File: config.mk
export PLATFORM = sky130hd
export DESIGN_NAME = byte_alu_znhc_flags
export DESIGN_NICKNAME = d
export VERILOG_FILES = /design/src/hdl/bzf_pkg.sv /design/src/hdl/bzf_alu.sv /design/src/hdl/byte_alu_znhc_flags.sv
export VERILOG_INCLUDE_DIRS = /design/src /design/src/hdl
export SDC_FILE = /design/constraint.sdc
export NUM_CORES = 1
export LEC_CHECK = 0
export CAP_MARGIN = 15
export CORE_ASPECT_RATIO = 1.25
export CORE_UTILIZATION = 65
export CTS_CLUSTER_DIAMETER = 60
export DETAILED_ROUTE_END_ITERATION = 6
export DONT_BUFFER_PORTS = 1
export PLACE_DENSITY_LB_ADDON = 0.3
export SLEW_MARGIN = 15
export SYNTH_ARGS = -nofsm -noshare
export SYNTH_HDL_FRONTEND = slang
export SYNTH_SLANG_ARGS = --single-unit
export TNS_END_PERCENT = 20
File: constraint.sdc
create_clock -name clk_i -period 6.4 [get_ports clk_i]
set_input_delay 0.32 -clock clk_i [delete_from_list [all_inputs] [get_ports clk_i]]
set_output_delay 0.32 -clock clk_i [all_outputs]
set_load 0.1 [all_outputs]
File: src/hdl/byte_alu_znhc_flags_defines.svh
// Assertion macros shared by the byte ALU RTL.
// No dependencies; define ASSERT_OFF to compile the checks out.
`ifndef BYTE_ALU_ZNHC_FLAGS_DEFINES_SVH
`define BYTE_ALU_ZNHC_FLAGS_DEFINES_SVH
`ifndef ASSERT_OFF
// Check sampled on clk_i, disabled while rst_ni is low.
`define BZF_ASSERT(lbl, prop, msg) \
  lbl: assert property (@(posedge clk_i) disable iff (!rst_ni) prop) else $error(msg);
// Check sampled on clk_i at every edge, reset included.
`define BZF_ASSERT_RST(lbl, prop, msg) \
  lbl: assert property (@(posedge clk_i) prop) else $error(msg);
`else
`define BZF_ASSERT(lbl, prop, msg)
`define BZF_ASSERT_RST(lbl, prop, msg)
`endif
`endif

File: src/hdl/bzf_pkg.sv
// Types and constants for the byte ALU with Z N H C flags.
// No dependencies; used by bzf_alu and byte_alu_znhc_flags.
`default_nettype none
package bzf_pkg;

  typedef enum logic [5:0] {
    OP_ADD        = 6'd0,
    OP_ADC        = 6'd1,
    OP_SUB        = 6'd2,
    OP_SBC        = 6'd3,
    OP_AND        = 6'd4,
    OP_XOR        = 6'd5,
    OP_OR         = 6'd6,
    OP_CP         = 6'd7,
    OP_INC        = 6'd8,
    OP_DEC        = 6'd9,
    OP_DAA        = 6'd10,
    OP_CPL        = 6'd11,
    OP_SCF        = 6'd12,
    OP_CCF        = 6'd13,
    OP_RLCA       = 6'd14,
    OP_RRCA       = 6'd15,
    OP_RLA        = 6'd16,
    OP_RRA        = 6'd17,
    OP_RLC        = 6'd18,
    OP_RRC        = 6'd19,
    OP_RL         = 6'd20,
    OP_RR         = 6'd21,
    OP_SLA        = 6'd22,
    OP_SRA        = 6'd23,
    OP_SRL        = 6'd24,
    OP_SWAP       = 6'd25,
    OP_BIT        = 6'd26,
    OP_SET        = 6'd27,
    OP_RES        = 6'd28,
    OP_ADD_HL     = 6'd29,
    OP_ADD_SP     = 6'd30,
    OP_LOAD_A     = 6'd31,
    OP_LOAD_FLAGS = 6'd32
  } op_e;

  // Z in bit 3 down to C in bit 0
  typedef struct packed {
    logic z;
    logic n;
    logic h;
    logic c;
  } flags_t;

  typedef struct packed {
    op_e         cmd;
    logic [15:0] operand;
    logic [2:0]  bit_index;
    logic [15:0] base_word;
  } alu_req_t;

  typedef struct packed {
    logic [15:0] value_out;
    logic [7:0]  accumulator_out;
    flags_t      flags_out;
  } alu_rsp_t;

  localparam int unsigned CMD_W       = 6;
  localparam int unsigned IN_TDATA_W  = 40;
  localparam int unsigned OUT_TDATA_W = 32;

  localparam logic [7:0] ACC_RESET   = 8'h01;
  localparam flags_t     FLAGS_RESET = '{z: 1'b1, n: 1'b0, h: 1'b1, c: 1'b1};

  localparam logic [7:0] DAA_LIMIT     = 8'h99;
  localparam logic [3:0] DAA_NIB_LIMIT = 4'h9;
  localparam logic [7:0] DAA_HI_ADJ    = 8'h60;
  localparam logic [7:0] DAA_LO_ADJ    = 8'h06;

endpackage
`default_nettype wire

File: src/hdl/bzf_alu.sv
// Combinational datapath of the byte ALU: one operation against acc/flags.
// Depends on bzf_pkg.
`default_nettype none
module bzf_alu (
  input  bzf_pkg::alu_req_t req_i,
  input  logic [7:0]        acc_i,
  input  bzf_pkg::flags_t   flags_i,
  output bzf_pkg::alu_rsp_t rsp_o
);

  logic [7:0]  v;
  logic [15:0] opw;
  logic [15:0] base;
  logic        is_sub;
  logic        cin;
  logic [8:0]  sum9;
  logic        arith_h;
  logic [7:0]  inc_r;
  logic [7:0]  dec_r;
  logic [7:0]  logic_and;
  logic [7:0]  logic_xor;
  logic [7:0]  logic_or;
  logic [7:0]  daa_a;
  logic        daa_c;
  logic [7:0]  daa_hi;
  logic [7:0]  bit_mask;
  logic [16:0] hl_sum;
  logic [12:0] hl_low;
  logic [15:0] sp_sum;
  logic [8:0]  sp_lo;
  logic [4:0]  sp_nib;
  logic [7:0]  sh_r;
  logic        sh_c;

  assign v    = req_i.operand[7:0];
  assign opw  = req_i.operand;
  assign base = req_i.base_word;

  // shared 9-bit adder for add/adc/sub/sbc/cp
  assign is_sub  = (req_i.cmd == bzf_pkg::OP_SUB) || (req_i.cmd == bzf_pkg::OP_SBC) ||
                   (req_i.cmd == bzf_pkg::OP_CP);
  assign cin     = ((req_i.cmd == bzf_pkg::OP_ADC) || (req_i.cmd == bzf_pkg::OP_SBC)) ?
                   flags_i.c : 1'b0;
  assign sum9    = is_sub ? ({1'b0, acc_i} - {1'b0, v} - {8'd0, cin})
                          : ({1'b0, acc_i} + {1'b0, v} + {8'd0, cin});
  assign arith_h = sum9[4] ^ acc_i[4] ^ v[4];

  assign inc_r     = v + 8'd1;
  assign dec_r     = v - 8'd1;
  assign logic_and = acc_i & v;
  assign logic_xor = acc_i ^ v;
  assign logic_or  = acc_i | v;
  assign bit_mask  = 8'd1 << req_i.bit_index;

  assign hl_sum = {1'b0, base} + {1'b0, opw};
  assign hl_low = {1'b0, base[11:0]} + {1'b0, opw[11:0]};
  assign sp_sum = base + {{8{v[7]}}, v};
  assign sp_lo  = {1'b0, base[7:0]} + {1'b0, v};
  assign sp_nib = {1'b0, base[3:0]} + {1'b0, v[3:0]};

  // decimal adjust
  always_comb begin
    daa_hi = acc_i;
    daa_c  = flags_i.c;
    if (flags_i.n) begin
      if (flags_i.c) daa_hi = acc_i - bzf_pkg::DAA_HI_ADJ;
      daa_a = flags_i.h ? (daa_hi - bzf_pkg::DAA_LO_ADJ) : daa_hi;
    end else begin
      if ((acc_i > bzf_pkg::DAA_LIMIT) || flags_i.c) begin
        daa_hi = acc_i + bzf_pkg::DAA_HI_ADJ;
        daa_c  = 1'b1;
      end
      daa_a = ((daa_hi[3:0] > bzf_pkg::DAA_NIB_LIMIT) || flags_i.h) ?
              (daa_hi + bzf_pkg::DAA_LO_ADJ) : daa_hi;
    end
  end

  // prefixed rotates and shifts on the operand byte
  always_comb begin
    sh_r = v;
    sh_c = 1'b0;
    unique case (req_i.cmd)
      bzf_pkg::OP_RLC:  begin sh_r = {v[6:0], v[7]};      sh_c = v[7]; end
      bzf_pkg::OP_RRC:  begin sh_r = {v[0], v[7:1]};      sh_c = v[0]; end
      bzf_pkg::OP_RL:   begin sh_r = {v[6:0], flags_i.c}; sh_c = v[7]; end
      bzf_pkg::OP_RR:   begin sh_r = {flags_i.c, v[7:1]}; sh_c = v[0]; end
      bzf_pkg::OP_SLA:  begin sh_r = {v[6:0], 1'b0};      sh_c = v[7]; end
      bzf_pkg::OP_SRA:  begin sh_r = {v[7], v[7:1]};      sh_c = v[0]; end
      bzf_pkg::OP_SRL:  begin sh_r = {1'b0, v[7:1]};      sh_c = v[0]; end
      bzf_pkg::OP_SWAP: begin sh_r = {v[3:0], v[7:4]};    sh_c = 1'b0; end
      default:          begin sh_r = v;                   sh_c = 1'b0; end
    endcase
  end

  always_comb begin
    rsp_o.value_out       = 16'd0;
    rsp_o.accumulator_out = acc_i;
    rsp_o.flags_out       = flags_i;
    unique case (req_i.cmd)
      bzf_pkg::OP_ADD, bzf_pkg::OP_ADC, bzf_pkg::OP_SUB, bzf_pkg::OP_SBC: begin
        rsp_o.accumulator_out = sum9[7:0];
        rsp_o.flags_out = '{z: (sum9[7:0] == 8'd0), n: is_sub, h: arith_h, c: sum9[8]};
      end
      bzf_pkg::OP_CP: begin
        rsp_o.flags_out = '{z: (sum9[7:0] == 8'd0), n: 1'b1, h: arith_h, c: sum9[8]};
      end
      bzf_pkg::OP_AND: begin
        rsp_o.accumulator_out = logic_and;
        rsp_o.flags_out = '{z: (logic_and == 8'd0), n: 1'b0, h: 1'b1, c: 1'b0};
      end
      bzf_pkg::OP_XOR: begin
        rsp_o.accumulator_out = logic_xor;
        rsp_o.flags_out = '{z: (logic_xor == 8'd0), n: 1'b0, h: 1'b0, c: 1'b0};
      end
      bzf_pkg::OP_OR: begin
        rsp_o.accumulator_out = logic_or;
        rsp_o.flags_out = '{z: (logic_or == 8'd0), n: 1'b0, h: 1'b0, c: 1'b0};
      end
      bzf_pkg::OP_INC: begin
        rsp_o.value_out = {8'd0, inc_r};
        rsp_o.flags_out = '{z: (inc_r == 8'd0), n: 1'b0, h: (inc_r[3:0] == 4'h0),
                            c: flags_i.c};
      end
      bzf_pkg::OP_DEC: begin
        rsp_o.value_out = {8'd0, dec_r};
        rsp_o.flags_out = '{z: (dec_r == 8'd0), n: 1'b1, h: (dec_r[3:0] == 4'hf),
                            c: flags_i.c};
      end
      bzf_pkg::OP_DAA: begin
        rsp_o.accumulator_out = daa_a;
        rsp_o.flags_out = '{z: (daa_a == 8'd0), n: flags_i.n, h: 1'b0, c: daa_c};
      end
      bzf_pkg::OP_CPL: begin
        rsp_o.accumulator_out = ~acc_i;
        rsp_o.flags_out = '{z: flags_i.z, n: 1'b1, h: 1'b1, c: flags_i.c};
      end
      bzf_pkg::OP_SCF: begin
        rsp_o.flags_out = '{z: flags_i.z, n: 1'b0, h: 1'b0, c: 1'b1};
      end
      bzf_pkg::OP_CCF: begin
        rsp_o.flags_out = '{z: flags_i.z, n: 1'b0, h: 1'b0, c: ~flags_i.c};
      end
      bzf_pkg::OP_RLCA: begin
        rsp_o.accumulator_out = {acc_i[6:0], acc_i[7]};
        rsp_o.flags_out = '{z: 1'b0, n: 1'b0, h: 1'b0, c: acc_i[7]};
      end
      bzf_pkg::OP_RRCA: begin
        rsp_o.accumulator_out = {acc_i[0], acc_i[7:1]};
        rsp_o.flags_out = '{z: 1'b0, n: 1'b0, h: 1'b0, c: acc_i[0]};
      end
      bzf_pkg::OP_RLA: begin
        rsp_o.accumulator_out = {acc_i[6:0], flags_i.c};
        rsp_o.flags_out = '{z: 1'b0, n: 1'b0, h: 1'b0, c: acc_i[7]};
      end
      bzf_pkg::OP_RRA: begin
        rsp_o.accumulator_out = {flags_i.c, acc_i[7:1]};
        rsp_o.flags_out = '{z: 1'b0, n: 1'b0, h: 1'b0, c: acc_i[0]};
      end
      bzf_pkg::OP_RLC, bzf_pkg::OP_RRC, bzf_pkg::OP_RL, bzf_pkg::OP_RR,
      bzf_pkg::OP_SLA, bzf_pkg::OP_SRA, bzf_pkg::OP_SRL, bzf_pkg::OP_SWAP: begin
        rsp_o.value_out = {8'd0, sh_r};
        rsp_o.flags_out = '{z: (sh_r == 8'd0), n: 1'b0, h: 1'b0, c: sh_c};
      end
      bzf_pkg::OP_BIT: begin
        rsp_o.flags_out = '{z: ((v & bit_mask) == 8'd0), n: 1'b0, h: 1'b1, c: flags_i.c};
      end
      bzf_pkg::OP_SET: begin
        rsp_o.value_out = {8'd0, v | bit_mask};
      end
      bzf_pkg::OP_RES: begin
        rsp_o.value_out = {8'd0, v & ~bit_mask};
      end
      bzf_pkg::OP_ADD_HL: begin
        rsp_o.value_out = hl_sum[15:0];
        rsp_o.flags_out = '{z: flags_i.z, n: 1'b0, h: hl_low[12], c: hl_sum[16]};
      end
      bzf_pkg::OP_ADD_SP: begin
        rsp_o.value_out = sp_sum;
        rsp_o.flags_out = '{z: 1'b0, n: 1'b0, h: sp_nib[4], c: sp_lo[8]};
      end
      bzf_pkg::OP_LOAD_A: begin
        rsp_o.accumulator_out = v;
      end
      bzf_pkg::OP_LOAD_FLAGS: begin
        rsp_o.flags_out = bzf_pkg::flags_t'(opw[3:0]);
      end
      default: begin
        // unused codes: no operation
        rsp_o.value_out = 16'd0;
      end
    endcase
  end

endmodule
`default_nettype wire

File: src/hdl/byte_alu_znhc_flags.sv
// Top level of the byte ALU: stream ports, input/result registers, acc/flag state.
// Depends on bzf_pkg, bzf_alu and byte_alu_znhc_flags_defines.svh.
//
// Usage
//   Slave stream (s_*): one ALU operation per transaction. tuser carries the
//   operation code, tdata carries operand, bit index and the 16-bit base.
//   Master stream (m_*): one result transaction per operation, in order:
//   operand-type value, accumulator and flags after the operation.
//   Flow: an operation accepted on the slave stream is latched in the input
//   register, evaluated against the accumulator and flags, and loaded into the
//   result register when that register can take a new result, which raises
//   m_tvalid_o.
//   Throughput: one transaction per cycle unless m_tready_i stalls the result.
//   The accumulator and flags are written in the same edge that loads the result
//   register, so back-to-back operations see each other's effect with no bubble.
//   Reset: valid bits cleared, accumulator = 0x01, flags = Z H C set, N clear.
//   Stall: while a result waits on m_tready_i, the input register keeps one
//   more operation and s_tready_o stays high until it is full; state advances
//   only when the held operation can move into the result register.
`default_nettype none
`include "byte_alu_znhc_flags_defines.svh"
module byte_alu_znhc_flags (
  input  logic                                 clk_i,
  input  logic                                 rst_ni,
  // slave side
  input  logic                                 s_tvalid_i,
  output logic                                 s_tready_o,
  // [15:0] operand, [18:16] bit_index, [34:19] base_word, [39:35] zero
  input  logic [bzf_pkg::IN_TDATA_W-1:0]       s_tdata_i,
  // [5:0] cmd
  input  logic [bzf_pkg::CMD_W-1:0]            s_tuser_i,
  // master side
  output logic                                 m_tvalid_o,
  input  logic                                 m_tready_i,
  // [15:0] value_out, [23:16] accumulator_out, [27:24] flags_out (Z N H C), [31:28] zero
  output logic [bzf_pkg::OUT_TDATA_W-1:0]      m_tdata_o
);

  bzf_pkg::alu_req_t req_q;
  logic              req_vld_q;
  bzf_pkg::alu_rsp_t rsp_q;
  logic              rsp_vld_q;
  logic [7:0]        acc_q;
  bzf_pkg::flags_t   flags_q;

  bzf_pkg::alu_req_t req_d;
  bzf_pkg::alu_rsp_t rsp_d;
  logic              req_vld_d;
  logic              rsp_vld_d;

  logic advance;  // result register can take a new result
  logic step;     // held operation executes this cycle
  logic in_fire;

  logic out_stall;     // result waiting on a stalled receiver
  logic rsp_in_sync;   // result register agrees with acc/flags
  logic at_reset_val;  // acc/flags at reset values, no result shown

  assign advance    = !rsp_vld_q || m_tready_i;
  assign step       = req_vld_q && advance;
  assign s_tready_o = !req_vld_q || advance;
  assign in_fire    = s_tvalid_i && s_tready_o;

  assign req_d.cmd       = bzf_pkg::op_e'(s_tuser_i);
  assign req_d.operand   = s_tdata_i[15:0];
  assign req_d.bit_index = s_tdata_i[18:16];
  assign req_d.base_word = s_tdata_i[34:19];

  always_comb begin
    if (in_fire) begin
      req_vld_d = 1'b1;
    end else if (step) begin
      req_vld_d = 1'b0;
    end else begin
      req_vld_d = req_vld_q;
    end
    if (step) begin
      rsp_vld_d = 1'b1;
    end else if (m_tready_i) begin
      rsp_vld_d = 1'b0;
    end else begin
      rsp_vld_d = rsp_vld_q;
    end
  end

  bzf_alu u_alu (
    .req_i   (req_q),
    .acc_i   (acc_q),
    .flags_i (flags_q),
    .rsp_o   (rsp_d)
  );

  // control and architectural state
  always_ff @(posedge clk_i or negedge rst_ni) begin
    if (!rst_ni) begin
      req_vld_q <= 1'b0;
      rsp_vld_q <= 1'b0;
      acc_q     <= bzf_pkg::ACC_RESET;
      flags_q   <= bzf_pkg::FLAGS_RESET;
    end else begin
      req_vld_q <= req_vld_d;
      rsp_vld_q <= rsp_vld_d;
      if (step) begin
        acc_q   <= rsp_d.accumulator_out;
        flags_q <= rsp_d.flags_out;
      end
    end
  end

  // payload registers
  always_ff @(posedge clk_i) begin
    if (in_fire) begin
      req_q <= req_d;
    end
    if (step) begin
      rsp_q <= rsp_d;
    end
  end

  assign m_tvalid_o = rsp_vld_q;
  assign m_tdata_o  = {4'd0, rsp_q.flags_out, rsp_q.accumulator_out, rsp_q.value_out};

  assign out_stall    = m_tvalid_o && !m_tready_i;
  assign rsp_in_sync  = (rsp_q.accumulator_out == acc_q) && (rsp_q.flags_out == flags_q);
  assign at_reset_val = (acc_q == bzf_pkg::ACC_RESET) && (flags_q == bzf_pkg::FLAGS_RESET) &&
                        !m_tvalid_o;

  // state must not move while the result register is blocked
  `BZF_ASSERT(a_state_hold_on_stall, out_stall |=> $stable({acc_q, flags_q}), "acc/flags moved")
  // a shown result always carries the current architectural state
  `BZF_ASSERT(a_rsp_matches_state, m_tvalid_o |-> rsp_in_sync, "result out of sync with state")
  // an executed operation produces a result on the next cycle
  `BZF_ASSERT(a_step_gives_rsp, step |=> m_tvalid_o, "executed operation lost")
  // reset values loaded by the edge after reset is seen
  `BZF_ASSERT_RST(a_reset_state, !rst_ni |=> at_reset_val, "wrong state during reset")

endmodule
`default_nettype wire

; ---- Word level (Yosys, flattened, before mapping)
; Index checks and enable logic that the tools add are counted.
[word_totals]
n_memories = 0
inputBits = 50
rom_bits = 0
output_inout_bits = 34
latch_bits = 0
reg_bits = 83
ram_bits = 0
[op_classes]
mux = 20
n_eq_ne = 33
n_mul = 0
order_cmp = 2
n_shift = 1
n_div = 0
bitwise_logic = 11
add_sub_neg = 15
reduce_logical = 30
[ops]
columns = op, n
row1 = $pmux W16 S7, 1
row2 = $eq A6 B5 Y1 const B, 16
row3 = $pmux W8 S11, 1
row4 = $logic_not A8 Y1, 9
row5 = $pmux W4 S18, 1
row6 = $pmux W8 S8, 1
row7 = $mux W8, 7
row8 = $eq A6 B4 Y1 const B, 8
row9 = $and A8 B8 Y8, 3
row10 = $eq A6 B3 Y1 const B, 4
row11 = $add A8 B8 Y9, 2
row12 = $add A16 B16 Y17, 1
row13 = $add A16 B16 Y16, 1
row14 = $not A8 Y8, 2
row15 = $or A8 B8 Y8, 2
row16 = $add A12 B12 Y13, 1
row17 = $eq A6 B2 Y1 const B, 2
row18 = $add A9 B1 Y9, 1
row19 = $mux W9, 1
row20 = $sub A8 B8 Y9, 1
row21 = $sub A9 B1 Y9, 1
row22 = $add A8 B1 Y8 const B, 1
row23 = $add A8 B3 Y8 const B, 1
row24 = $add A8 B7 Y8 const B, 1
row25 = 25 further kinds, 43

; ---- Longest topological paths before layout
; Gate-level depths: netlist (run 1).
[logic_depth]
ltp_word = 10
depth_mapped = 17
mapped_depth_nobuf = 14

; ---- Cells and area by module
; A second synthesis (run 1) with hierarchy kept.
[hier_totals]
cells_unflattened = 822
area_unflattened_um2 = 7432.1
[by_module_without_submodules]
columns = module, cells_each, area_per_inst_um2, n_inst
row1 = bzf_alu, 714, 4725.8, 1
row2 = byte_alu_znhc_flags, 108, 2706.3, 1

; ---- Worst setup path before layout (run 1)
; No wires, ideal clock.
[synth_timing]
kind = reg2reg
start = register req_q[35] in the netlist's numbering
end = register acc_q[5]
path_stages_with_launch = 18
arrival_time_ns = 3.704
synth_period_minus_slack_ns = 3.829
slack_ns = 2.571
setup_time_ns = 0.125
n_path_buf = 4
cell_sequence = edfxtp_1 > buf_2 > buf_1 > buf_1 > clkbuf_1 > nand3_1 > inv_1 > fa_1 > inv_1 > ha_1 > o21ai_0 > a21boi_0 > o21ai_0 > and4_1 > a211oi_1 > nor2_1 > or3_1 > mux2_2
[synth_lines]
columns = element, line_no
row1 = "start, declared", byte_alu_znhc_flags.sv:39  ; bzf_pkg::alu_req_t req_q;
row2 = "start signal, assigned", byte_alu_znhc_flags.sv:113  ; req_q <= req_d;
row3 = "end signal, assigned", byte_alu_znhc_flags.sv:98  ; acc_q <= bzf_pkg::ACC_RESET;
row4 = "end signal, assigned", byte_alu_znhc_flags.sv:104  ; acc_q <= rsp_d.accumulator_out;
row5 = "end, declared", byte_alu_znhc_flags.sv:43  ; logic [7:0] acc_q;

==> metrics list, run 1 <==
* Slew of the pin with the lowest slew margin: 1.13 ns
* Remaining antenna violation count after routing: 0
- Worst hold margin: 0.0654 ns
* Synth warn: 0
- The area growth from synthesis to layout is 4.04%.
- The tightest min-delay check is of the in -> reg type.
- After detailed placement, the total cell area comes to 0.00748 mm².
* Sequential standard cell area: 0.00243 mm²
* Int Power: 1.39 mW
* Most used flip-flop cell after synthesis: sky130_fd_sc_hd__edfxtp_1
- After filler insertion, the fill cell instance count of the layout stands at 844.
- Total standard cell area after synthesis: 0.00747 mm²
- Critical path data required time: 6.48 ns
* Combinational family with the most area after synthesis: compound AO/OA/AOI/OAI gates
- Synth cell types: 78
- The first global-routing pass estimated 34400 µm of wire.
- Placement row count: 43
- The H-tree generated during clock tree synthesis spans 3 levels.
- The region available for standard cell placement spans 0.0111 mm².
- Net load switching power: 1.21 mW
* Ys async rst share: 0.169
- Max Clk Rate: 0.216 GHz
- In the final routed layout, each cell accounts on average for 23.0 µm.
* Start-to-end type of the worst setup path: reg -> reg
* Worst endpoint data arrival time: 4.70 ns
* Simple-Gate Fraction of Synth Area: 0.194
* Die Area: 0.0119 mm²
- Skew-Pair Late Insertion Delay: 0.35 ns
- Final global-route overflow total: 0
- From left edge to right edge, the die measures 97.9 µm.
* Power density normalized to cell area: 334 mW/mm²
- Number of diodes added for antenna fixing: 0
- CP delay by family, top: compound AO/OA/AOI/OAI gates
- Clk pwr share: 0.190
* Multiplexer fraction of the synthesized cell area: 0.0238
- In this run, synthesis inferred 69 flip-flops with an integrated enable.
* All-Layer GR Usage: 0.375
- Traced cell by cell, the critical path runs through nor4_1 -> nand3_1 -> fa_1 -> ha_1 -> a211oi_1 -> o21ai_0 -> a31oi_1 -> xnor2_1 -> nand2_1 -> o21ai_0 -> a221oi_1 -> a21oi_1.
* Worst-path fanout max: 25
- Summed over all failing endpoints, the final setup total negative slack is 0 ns.
- For this run, the register share of the synthesized area comes to 0.325.
- # nets final: 930
- Critical path launch point type: register
* Vias: 6952
* CTS clock-pin slew for the worst setup and hold paths: 0.07 ns
- Kind of end point of the critical path: register
- Summing all multi-input logic gate instances after layout gives 0.00469 mm².
- From bottom edge to top edge, the die measures 122 µm.
* Leakage power of the design: 2.95 nW
* Status: finished with violations
* Comb pwr share: 0.441
* Failing checks: DRC
- Of the available clock period, the critical path in the final layout requires 0.722.
- The compound-gate portion of the synthesized area came to 0.232.
- Cell type with the highest occurrence count on the critical path: sky130_fd_sc_hd__o21ai_0
- Switching share of power: 0.466
- The tree is rooted in a sky130_fd_sc_hd__clkbuf_16.
* Largest net degree at the start of global routing: 49
- The clock drives 83 sinks.
* Count of pins on the block boundary: 84
* Setup skew after layout: 0.0140 ns
* Max-slew violation count: 0
* Synth Area in Adders: 0.117
- VDD sags by at most 243 µV.
* Total CTS buffers: 9
- Final weighted congestion in routability-driven placement: 0.963
- The worst pin sits at a relative slew slack of 0.246.
- Counting along the longest clock path gives a buffer depth of 2.
- Number of DRC violations after detailed routing: 9
- Number of global-route vias before repair: 6670
- Max-cap violations: 0
- Flip-flop and latch count after synthesis: 83
- Buffers on Ports: 0
* Total non-filler cell area in the finished layout: 0.00777 mm²
- Antenna violations before repair: 0
- Among all stages on the critical path, the largest delay is contributed by sky130_fd_sc_hd__nor4_1.
- Post-synthesis cell count: 844
- Setup repair after global routing missed its margin: false
- Wires add up to 22000 µm.
- Number of buffer and inverter stages on the critical path: 0
- The wire-length estimate of the detail-placed layout is 16200 µm.
- Share of post-route cells with drive strength above 1: 0.0623
- Sequential share of power: 0.370
* Max incr delay on CP: 0.77 ns
- Via density per instance: 7.29
- In this run, the number of DRC markers left after iteration 0 of detailed routing was 679.
* XOR/XNOR share of the synthesized area: 0.0574
* Final critical-path required period: 4.62 ns
- Clock tree from TritonCTS: built
- The initial utilization of the core area, before any placement, comes to 0.671.
* 1st-pass router iterations: 7
- Average instance area after synthesis: 8.85 µm²
* Final-report setup violation count: 0
- The final count of hold timing violations is 0.
-- area by class of cell --
type	instances	share of cell area
flip-flops and latches	83	0.312
repair buffers	11	0.0109
well taps	135	0.0217
multi-input cells	674	0.603
clock buffers	10	0.0295
inverters	34	0.0164
clock inverters	6	0.00628
-- per-stage QoR --
step                total power [mW]  setup WS (ns)  std cells  utilization
global placement                2.03           2.03        936        0.672
floorplan                       1.79           2.57        847            -
CTS                             2.58           1.88        953        0.698
detailed placement              2.08           1.90        936        0.672
global route                    2.74           1.51        953        0.698
finish                          2.60           1.78        953        0.698
-- cell usage after synthesis (5+ instances only) --
| cell type | instances | share of area |
|---|---|---|
| sky130_fd_sc_hd__fa_1 | 5 | 0.013 |
| sky130_fd_sc_hd__a21boi_0 | 7 | 0.0070 |
| sky130_fd_sc_hd__mux2i_1 | 11 | 0.015 |
| sky130_fd_sc_hd__o211ai_1 | 13 | 0.013 |
| sky130_fd_sc_hd__a21oi_1 | 56 | 0.038 |
| sky130_fd_sc_hd__a21o_1 | 9 | 0.0090 |
| sky130_fd_sc_hd__nand4_1 | 9 | 0.0075 |
| sky130_fd_sc_hd__nand3_1 | 25 | 0.017 |
| sky130_fd_sc_hd__a221oi_1 | 13 | 0.015 |
| sky130_fd_sc_hd__inv_1 | 31 | 0.016 |
| sky130_fd_sc_hd__nor3b_1 | 5 | 0.0050 |
| sky130_fd_sc_hd__o21bai_1 | 5 | 0.0050 |
| sky130_fd_sc_hd__nand2b_1 | 13 | 0.011 |
| sky130_fd_sc_hd__o22ai_1 | 17 | 0.014 |
| sky130_fd_sc_hd__or3_1 | 7 | 0.0059 |
| sky130_fd_sc_hd__nor3_1 | 25 | 0.017 |
| sky130_fd_sc_hd__and3_1 | 8 | 0.0067 |
| sky130_fd_sc_hd__xor2_1 | 19 | 0.022 |
| sky130_fd_sc_hd__a2111oi_0 | 7 | 0.0082 |
| sky130_fd_sc_hd__a31oi_1 | 9 | 0.0075 |
| sky130_fd_sc_hd__a222oi_1 | 7 | 0.0094 |
| sky130_fd_sc_hd__buf_1 | 8 | 0.0040 |
| sky130_fd_sc_hd__dfrtp_1 | 10 | 0.033 |
| sky130_fd_sc_hd__nor4_1 | 11 | 0.0092 |
| sky130_fd_sc_hd__nand2_1 | 65 | 0.033 |
| sky130_fd_sc_hd__xnor2_1 | 30 | 0.035 |
| sky130_fd_sc_hd__o21ai_0 | 52 | 0.035 |
| sky130_fd_sc_hd__edfxtp_1 | 69 | 0.28 |
| sky130_fd_sc_hd__ha_1 | 62 | 0.10 |
| sky130_fd_sc_hd__clkbuf_1 | 34 | 0.017 |
| sky130_fd_sc_hd__nor2_1 | 64 | 0.032 |
| sky130_fd_sc_hd__buf_2 | 9 | 0.0060 |
| sky130_fd_sc_hd__nor2b_1 | 15 | 0.013 |
| sky130_fd_sc_hd__a211oi_1 | 16 | 0.016 |
-- power by group through the flow --
stage               combinational [mW]  sequential [mW]  clock (mW)
floorplan                        0.889            0.898           0
global placement                  1.07            0.964           0
detailed placement                1.11            0.967           0
CTS                               1.12            0.957       0.496
global route                      1.24            0.969       0.524
finish                            1.15            0.961       0.493
-- what timing repair did --
item	CTS	global route
setup endpoints to repair	0	0
setup buffers	0	0
hold buffers	1	0
hold endpoints to repair	14	0
resized for setup	0	0
-- final timing paths --
path / start / to / slack, ns / cells after the start
min in group asynchronous: rst_ni / acc_q[2] / 0.44 / 1
setup / recovery: req_q[37] / m_tdata_o[23] / 1.78 / 12
hold reg to reg: req_vld_q / m_tvalid_o / 0.51 / 1
setup reg to reg: req_q[37] / m_tdata_o[23] / 1.78 / 12
hold / removal: s_tuser_i[4] / req_q[39] / 0.07 / 0
max in group asynchronous: rst_ni / acc_q[4] / 5.53 / 1
-- metal layers --
| metal | vias up | GRT usage | wire (µm) |
|---|---|---|---|
| met1 | 3294 | 0.435 | 8230 |
| met5 | - | 0 | 0 |
| li1 | 3141 | - | - |
| met3 | 100 | 0.0534 | 1360 |
| met2 | 417 | 0.634 | 10800 |
| met4 | 0 | 0.277 | 1590 |
-- cells in the final DEF (no fill, tap or decap), types with 15 or more instances in the layout --
cell type and count:
sky130_fd_sc_hd__o22ai_1 17, sky130_fd_sc_hd__nor2b_1 15, sky130_fd_sc_hd__nand3_1 25, sky130_fd_sc_hd__o21ai_0 52, sky130_fd_sc_hd__nor2_1 64, sky130_fd_sc_hd__xnor2_1 30
sky130_fd_sc_hd__edfxtp_1 69, sky130_fd_sc_hd__nand2_1 65, sky130_fd_sc_hd__ha_1 62, sky130_fd_sc_hd__a21oi_1 56, sky130_fd_sc_hd__nor3_1 25, sky130_fd_sc_hd__a211oi_1 16
sky130_fd_sc_hd__inv_1 31, sky130_fd_sc_hd__xor2_1 19
-- registers in the layout (all words and copies together), names as in the netlist --
register	flops
req_vld_q	1
m_tdata_o	28
m_tvalid_o	1
req_q	41
flags_q	4
acc_q	8
-- kinds of logic (layout without fill, tap and decap cells) --
group | after synthesis | count (layout)
mux | 16 | 16
buf+inv | 90 | 61
xor+xnor | 49 | 49
flops | 83 | 83
compound gates | 258 | 258
simple gates | 280 | 280
fa+ha+maj | 67 | 67
other cells | 1 | 4
Note: power is estimated with default switching activity, not from simulation.
==> inputs of run 2 (changes only) <==
--- a/config.mk
+++ b/config.mk
@@ -8,7 +8,7 @@
 export LEC_CHECK = 0
 export CAP_MARGIN = 15
 export CORE_ASPECT_RATIO = 1.25
-export CORE_UTILIZATION = 65
+export CORE_UTILIZATION = 59
 export CTS_CLUSTER_DIAMETER = 60
 export DETAILED_ROUTE_END_ITERATION = 6
 export DONT_BUFFER_PORTS = 1
==> constraint.sdc (replaced) <==
create_clock -name clk_i -period 4.2 [get_ports clk_i]
set_input_delay 0.21 -clock clk_i [delete_from_list [all_inputs] [get_ports clk_i]]
set_output_delay 0.21 -clock clk_i [all_outputs]
set_load 0.1 [all_outputs]
==> run 2 against run 1 <==
The flow now finishes without violations; setup slack worse by 1.4 ns; combinational power rose by 65%; global-route usage fell by 0.36 points; first-iteration DRC count shrank 9.3%; sequential cell count unchanged; critical path depth decreased by 3; routed wire length increased by 8.0%; largest power group unchanged; clock skew shrank 0.0029 ns; final cell count rose by 9.7%; maximum frequency up 21%; core utilization shrank 1.0 points; die area is 10% higher.
==> metrics list, run 2 (same netlist as run 1, synthesis figures left out) <==
- The number of gates resized after CTS was 0.
- The number of setup buffers added after CTS is 0.
* Leakage power of the design: 3.24 nW
* Number of buffers inserted by hold repair at cts: 43
* Largest register by flop count: req_q
- STA puts the critical path data arrival time at 3.88 ns.
- In this run the clock root is driven by a sky130_fd_sc_hd__clkbuf_16.
- For the pin with the worst max-slew slack, the measured transition is 1.10 ns.
- In this run, the number of DRC markers left after iteration 0 of detailed routing was 616.
- Relative max-transition margin: 0.269
- Setup repair after global routing missed its margin: false
- Routability-driven placement finished with a final weighted congestion of 0.985.
* Number of diodes added for antenna fixing: 0
* Most common library cell in the layout ignoring fill and taps: sky130_fd_sc_hd__edfxtp_1
- After detailed routing, the number of remaining DRC violations is 0.
- Max-slew violation count: 0
- Critical path data required time: 4.28 ns
- Flip-flop count of the largest register, all copies and words added: 41
- Sequential standard cell area: 0.00243 mm²
- Final HPWL from detailed placement: 17000 µm
- Buffers on Ports: 0
* Met2 routed wirelength: 11600 µm
* Largest net degree at the start of global routing: 49
- Skew-Pair Late Insertion Delay: 0.35 ns
- Final critical-path required period: 3.80 ns
* Worst r2r path cells: 9
- Final hold violation count: 0
- Sum of met3 wire segment lengths after detailed routing: 1670 µm
- Count of pins on the block boundary: 84
* Starting density of the core: 0.611
- Total CTS buffers: 9
- Remaining antenna violation count after routing: 0
- After floorplanning, the core was sized to cover 0.0122 mm².
- Start-to-end type of the worst setup path: reg -> reg
* Layout filler cell count: 966
* Area of the multi-input gates: 0.00469 mm²
* Deepest level of the CTS H-tree: 3
- Area delta synth->final: 12.5%
- Setup skew after layout: 0.0111 ns
- The endpoint identified for the worst register-to-register timing path is m_tdata_o[15].
* Clock tree from TritonCTS: built
* Routed met1 length: 8890 µm
- After routing, the total negative slack on setup checks comes to 0 ns.
* Bufs on Longest Clock Path: 2
- The startpoint identified for the worst hold timing path is m_tready_i.
- For hold timing, the worst endpoint is m_tvalid_o.
- STA classifies the critical path endpoint as a register.
* Worst hold margin: 0.0760 ns
- Across the VDD grid, the largest voltage drop is 295 µV.
- Along the worst path, the maximum fanout reaches 16.
- Final-report setup violation count: 0
* Global-route wire length before repair: 36700 µm
- Average detailed-routed wire length per instance: 22.7 µm
* Final global-route overflow total: 0
- CTS clock-pin slew for the worst setup and hold paths: 0.07 ns
- Die X: 103 µm
* Vias: 7170
- Critical path launch point type: register
- Leading cell types in the layout, fill and taps excluded: sky130_fd_sc_hd__edfxtp_1 (69), sky130_fd_sc_hd__nand2_1 (65), sky130_fd_sc_hd__nor2_1 (64), sky130_fd_sc_hd__ha_1 (62), sky130_fd_sc_hd__a21oi_1 (56)
- After the last flow step, the layout net total stands at 993.
* Number of global-route vias before repair: 7002
* Top routing layer in use: met4
- The tool flagged a number of max-cap violations equal to 0.
* Hold Crit Class: in -> reg
* Total Wirelength: 23700 µm
- Depth of the worst hold-timing path: 2
- Launch instance of the worst register-to-register path: req_q[20]
- The tree built by TritonCTS fans out to 83 sinks.
- Status: finished, final reports clean
- Power density normalized to cell area: 485 mW/mm²
- Reg2reg setup slack: 0.40 ns
- In the global route stage, overall resource usage came out at 0.371.
- Derived from the worst setup path, the maximum achievable clock frequency is 0.263 GHz.
- Antenna violations before repair: 0
- Measured along the y axis, the die boundary spans 128 µm.
- Post-route fraction of the period consumed by the critical path: 0.905
- Placement row count: 45
- The floorplan step defined a die boundary enclosing 0.0131 mm².
* 1st-pass router iterations: 7
- Via density per instance: 6.86
- Share of post-route cells with drive strength above 1: 0.0840
-- run 2: cell types whose count changed in the layout (fill, tap and decap cells not counted), sizes merged --
cell / delta
clkinv: +2
buf: +21
clkinvlp: -1
dlygate4sd3: +42
clkbuf: -1
-- run 2: routing by layer --
layer,global-route usage,vias up
li1,-,3272
met1,0.434,3372
met2,0.620,419
met3,0.0638,107
met4,0.238,0
met5,0,-
-- run 2: critical path, cell delays in order (launching register included) --
cell                        delay, ns
sky130_fd_sc_hd__edfxtp_1        0.77
sky130_fd_sc_hd__ha_1            0.38
sky130_fd_sc_hd__a211oi_1        0.37
sky130_fd_sc_hd__o21ai_0         0.33
sky130_fd_sc_hd__a31oi_1         0.32
sky130_fd_sc_hd__nor3_1          0.10
sky130_fd_sc_hd__a2111oi_0       0.78
sky130_fd_sc_hd__a21oi_1         0.21
sky130_fd_sc_hd__xnor2_1         0.19
sky130_fd_sc_hd__o22ai_1         0.09
-- run 2: through the flow --
stage	power, mW	cells	setup WS, ns	util	cell area (µm²)
2_1_floorplan	2.72	847	0.371	-	7480
4_1_cts	4.03	1045	0.506	0.687	8400
5_1_grt	4.27	1045	0.151	0.688	8400
6_report	4.07	1045	0.397	0.688	8400
3_3_place_gp	3.17	986	0.599	0.628	7680
3_5_place_dp	3.21	986	0.549	0.628	7680
-- run 2: power breakdown --
group / total, mW / internal, mW / leakage, nW / switching [mW]
logic: 1.90 / 0.748 / 2.26 / 1.15
clock network: 0.778 / 0.413 / 0.140 / 0.365
registers: 1.40 / 1.03 / 0.834 / 0.364
-- run 2: cell type report --
cell class,count,share of cell area
flip-flops and latches,83,0.289
clock inverters,7,0.00730
repair buffers,74,0.0789
multi-input cells,674,0.558
clock buffers,9,0.0268
well taps,164,0.0244
inverters,34,0.0152
-- run 2: worst max path at each step --
stage	startpoint	to	slack [ns]
floorplan	req_q[35]	acc_q[5]	0.37
global placement	req_q[38]	m_tdata_o[23]	0.60
detailed placement	req_q[37]	acc_q[5]	0.55
CTS	req_q[20]	m_tdata_o[15]	0.51
global route	req_q[38]	acc_q[5]	0.15
finish	req_q[20]	m_tdata_o[15]	0.40
==> inputs of run 3 (changes only) <==
--- a/config.mk
+++ b/config.mk
@@ -12,6 +12,7 @@
 export CTS_CLUSTER_DIAMETER = 60
 export DETAILED_ROUTE_END_ITERATION = 6
 export DONT_BUFFER_PORTS = 1
+export MAX_ROUTING_LAYER = met4
 export PLACE_DENSITY_LB_ADDON = 0.3
 export SLEW_MARGIN = 15
 export SYNTH_ARGS = -nofsm -noshare
==> run 3 against run 2 <==
Critical endpoint is now m_tdata_o[22]; clock skew increased by 0.0020 ns; routed wire length grew 3.6%; die area unchanged; combinational power about the same; core utilization is 0.22 points higher; sequential cell count did not move; maximum frequency is essentially flat; sequential power about the same; sequential share of layout area is 0.090 points lower.
==> metrics list, run 3 (same netlist as run 1, synthesis figures left out) <==
- Critical path data required time: 4.42 ns
- In this run, the number of DRC markers left after iteration 0 of detailed routing was 700.
* Number of global-route vias before repair: 6915
- The worst-case IR drop observed on VDD is 359 µV.
* Relative max-transition margin: 0.224
- The die covers 0.0131 mm².
- Clock tree from TritonCTS: built
* Int Power: 2.20 mW
* Root Buffer: sky130_fd_sc_hd__clkbuf_16
- Buffers placed on the I/O ports in this run total 0.
- The count of nets left with antenna violations once routing finished came out at 0.
- After detailed routing, the number of remaining DRC violations is 0.
- The share of total power dissipated in combinational logic is 0.460.
- Summed over all layers, the global routing overflow is 0.
- Clock-pin slew was measured on the worst setup and hold paths at 0.07 ns.
* Routed met1 length: 9070 µm
* Critical path cell sequence: nor4_1 -> nand3_1 -> fa_1 -> inv_1 -> fa_1 -> nand2b_1 -> a2111oi_0 -> nor3_1 -> xor2_1 -> nor2_1 -> a211oi_1 -> nor2_1 -> a21oi_1
- The final count of hold timing violations came to 0.
- For this block, the via count after detailed routing is 7338.
- In the detailed route, the total length drawn on met2 is 12100 µm.
- In this run, post-CTS repair resized a total of 0 instances.
* Final critical-path required period: 3.80 ns
- Critical path launch point type: register
* Leading cell types in the layout, fill and taps excluded: sky130_fd_sc_hd__edfxtp_1 (69), sky130_fd_sc_hd__nand2_1 (65), sky130_fd_sc_hd__nor2_1 (64), sky130_fd_sc_hd__ha_1 (62), sky130_fd_sc_hd__a21oi_1 (56)
* Max-slew violation count: 0
- The first global-routing pass estimated 38400 µm of wire.
- Final-report setup violation count: 0
* Via density per instance: 7.00
* Most common library cell in the layout ignoring fill and taps: sky130_fd_sc_hd__edfxtp_1
* Share of post-route cells with drive strength above 1: 0.0849
- Total CTS buffers: 9
- Worst endpoint data arrival time: 4.03 ns
- Core outline area: 0.0122 mm²
* Clk pwr share: 0.200
* Post-route core utilization: 0.690
- Power spread over the standard cell area amounts to 489 mW/mm².
- Routability-driven placement finished with a final weighted congestion of 1.00.
* Kind of end point of the critical path: register
* # nets final: 995
* Switching share of power: 0.466
- Total negative slack for setup checks: 0 ns
- For this design the static power due to leakage is 3.25 nW.
- Setup repair after global routing left no endpoint under its margin.
* Layout filler cell count: 956
* CTS sink cnt: 83
* Average detailed-routed wire length per instance: 23.4 µm
* Final HPWL from detailed placement: 17300 µm
* Bufs on Longest Clock Path: 2
* Status: finished, final reports clean
* Max Clk Rate: 0.263 GHz
- By startpoint and endpoint, the worst setup path is classified as reg -> reg.
- Total Wirelength: 24600 µm
- Skew-Pair Late Insertion Delay: 0.37 ns
- Deepest level of the CTS H-tree: 3
* Die X: 103 µm
- Starting density of the core: 0.611
- Area of the multi-input gates: 0.00469 mm²
- The number of antenna violations at the first check in global routing came to 0.
- Worst-path fanout max: 2
* Sequential standard cell area: 0.00243 mm²
* Largest register by flop count: req_q
- The die is 128 µm tall.
- Flip-flop count of the largest register, all copies and words added: 41
- 84 I/O pins were placed.
* Max-cap violations: 0
- All-Layer GR Usage: 0.404
* Net load switching power: 1.92 mW
- In the detailed route, the total length drawn on met3 is 1890 µm.
- Once placement finished, the instance area stood at 0.00769 mm².
- The pre-antenna-repair detailed-routing pass consisted of 5 iterations.
- Relative to the synthesized area, the layout overhead comes to 12.8%.
* Largest net degree at the start of global routing: 49
* Slew of the pin with the lowest slew margin: 1.15 ns
- Between clock sinks in the finished design, the worst skew comes to 0.0131 ns.
* Worst hold margin: 0.0419 ns
* CP max-delay cell: sky130_fd_sc_hd__a2111oi_0
- Hold Crit Class: in -> reg
- Once layout is done, the placed cells without fillers occupy 0.00843 mm².
- Top routing layer in use: met4
- Sequential share of power: 0.340
* Placement row count: 45
* Max incr delay on CP: 0.55 ns
* Post-route fraction of the period consumed by the critical path: 0.906
==> run 3: cell types whose count changed in the layout (fill, tap and decap cells not counted) <==
cell                         before  now
sky130_fd_sc_hd__buf_4           31   33
sky130_fd_sc_hd__clkinv_2         1    0
sky130_fd_sc_hd__clkinv_4         2    1
sky130_fd_sc_hd__clkinv_8         0    1
sky130_fd_sc_hd__clkinvlp_4       1    0
sky130_fd_sc_hd__diode_2          0    1
sky130_fd_sc_hd__inv_6            1    2
sky130_fd_sc_hd__inv_8            2    3
sky130_fd_sc_hd__nor4b_1          2    3
sky130_fd_sc_hd__nor4b_2          2    1
==> run 3: area by class of cell <==
class | count | area share
inverter | 34 | 0.0151
sequential | 83 | 0.288
clock inverter | 7 | 0.00906
multi-input combinational | 674 | 0.556
clock buffer | 9 | 0.0267
tap | 164 | 0.0243
timing repair buffer | 76 | 0.0805
antenna | 1 | 0.000297
==> run 3: metal layers <==
| layer | GRT usage | vias up |
|---|---|---|
| met5 | - | - |
| met4 | 0.228 | 0 |
| met3 | 0.0622 | 113 |
| met2 | 0.664 | 458 |
| met1 | 0.464 | 3505 |
| li1 | - | 3262 |
==> run 3: final timing paths <==
kind	start	endpoint	slack [ns]	cells after the start
max in group asynchronous	rst_ni	acc_q[1]	3.31	1
worst min register to register	req_vld_q	m_tvalid_o	0.53	1
min in group asynchronous	rst_ni	acc_q[3]	0.38	1
worst max register to register	req_q[38]	m_tdata_o[22]	0.40	13
worst min-delay path	m_tready_i	m_tvalid_o	0.04	2
worst max-delay path	req_q[38]	m_tdata_o[22]	0.40	13
==> run 3: what timing repair did <==
item                                    in CTS  in global routing
endpoints found under the setup margin       0                  0
hold endpoints to repair                    56                  0
hold buffers                                43                  0
buffers inserted                             0                  0
==> run 3: power by group through the flow <==
stage                     Combinational, mW  Clock, mW  Sequential [mW]
after floorplan                        1.35          0             1.37
after global placement                 1.76          0             1.41
after detailed placement               1.81          0             1.41
after CTS                              1.85      0.824             1.40
after global routing                   2.06      0.861             1.41
final                                  1.89      0.824             1.40
==> run 3: per-stage QoR <==
step | setup slack [ns] | std cells | power [mW]
6_report | 0.397 | 1048 | 4.12
3_3_place_gp | 0.596 | 988 | 3.17
4_1_cts | 0.481 | 1047 | 4.08
2_1_floorplan | 0.371 | 847 | 2.72
3_5_place_dp | 0.494 | 988 | 3.22
5_1_grt | 0.220 | 1047 | 4.33
==> run 3: critical path: cells and delay by family (launching register included) <==
kind	cells	cell delay, ns
simple gates	6	1.12
compound gates	3	1.19
buf+inv	1	0.10
flops	1	0.40
xor+xnor	1	0.22
fa+ha+maj	2	0.63
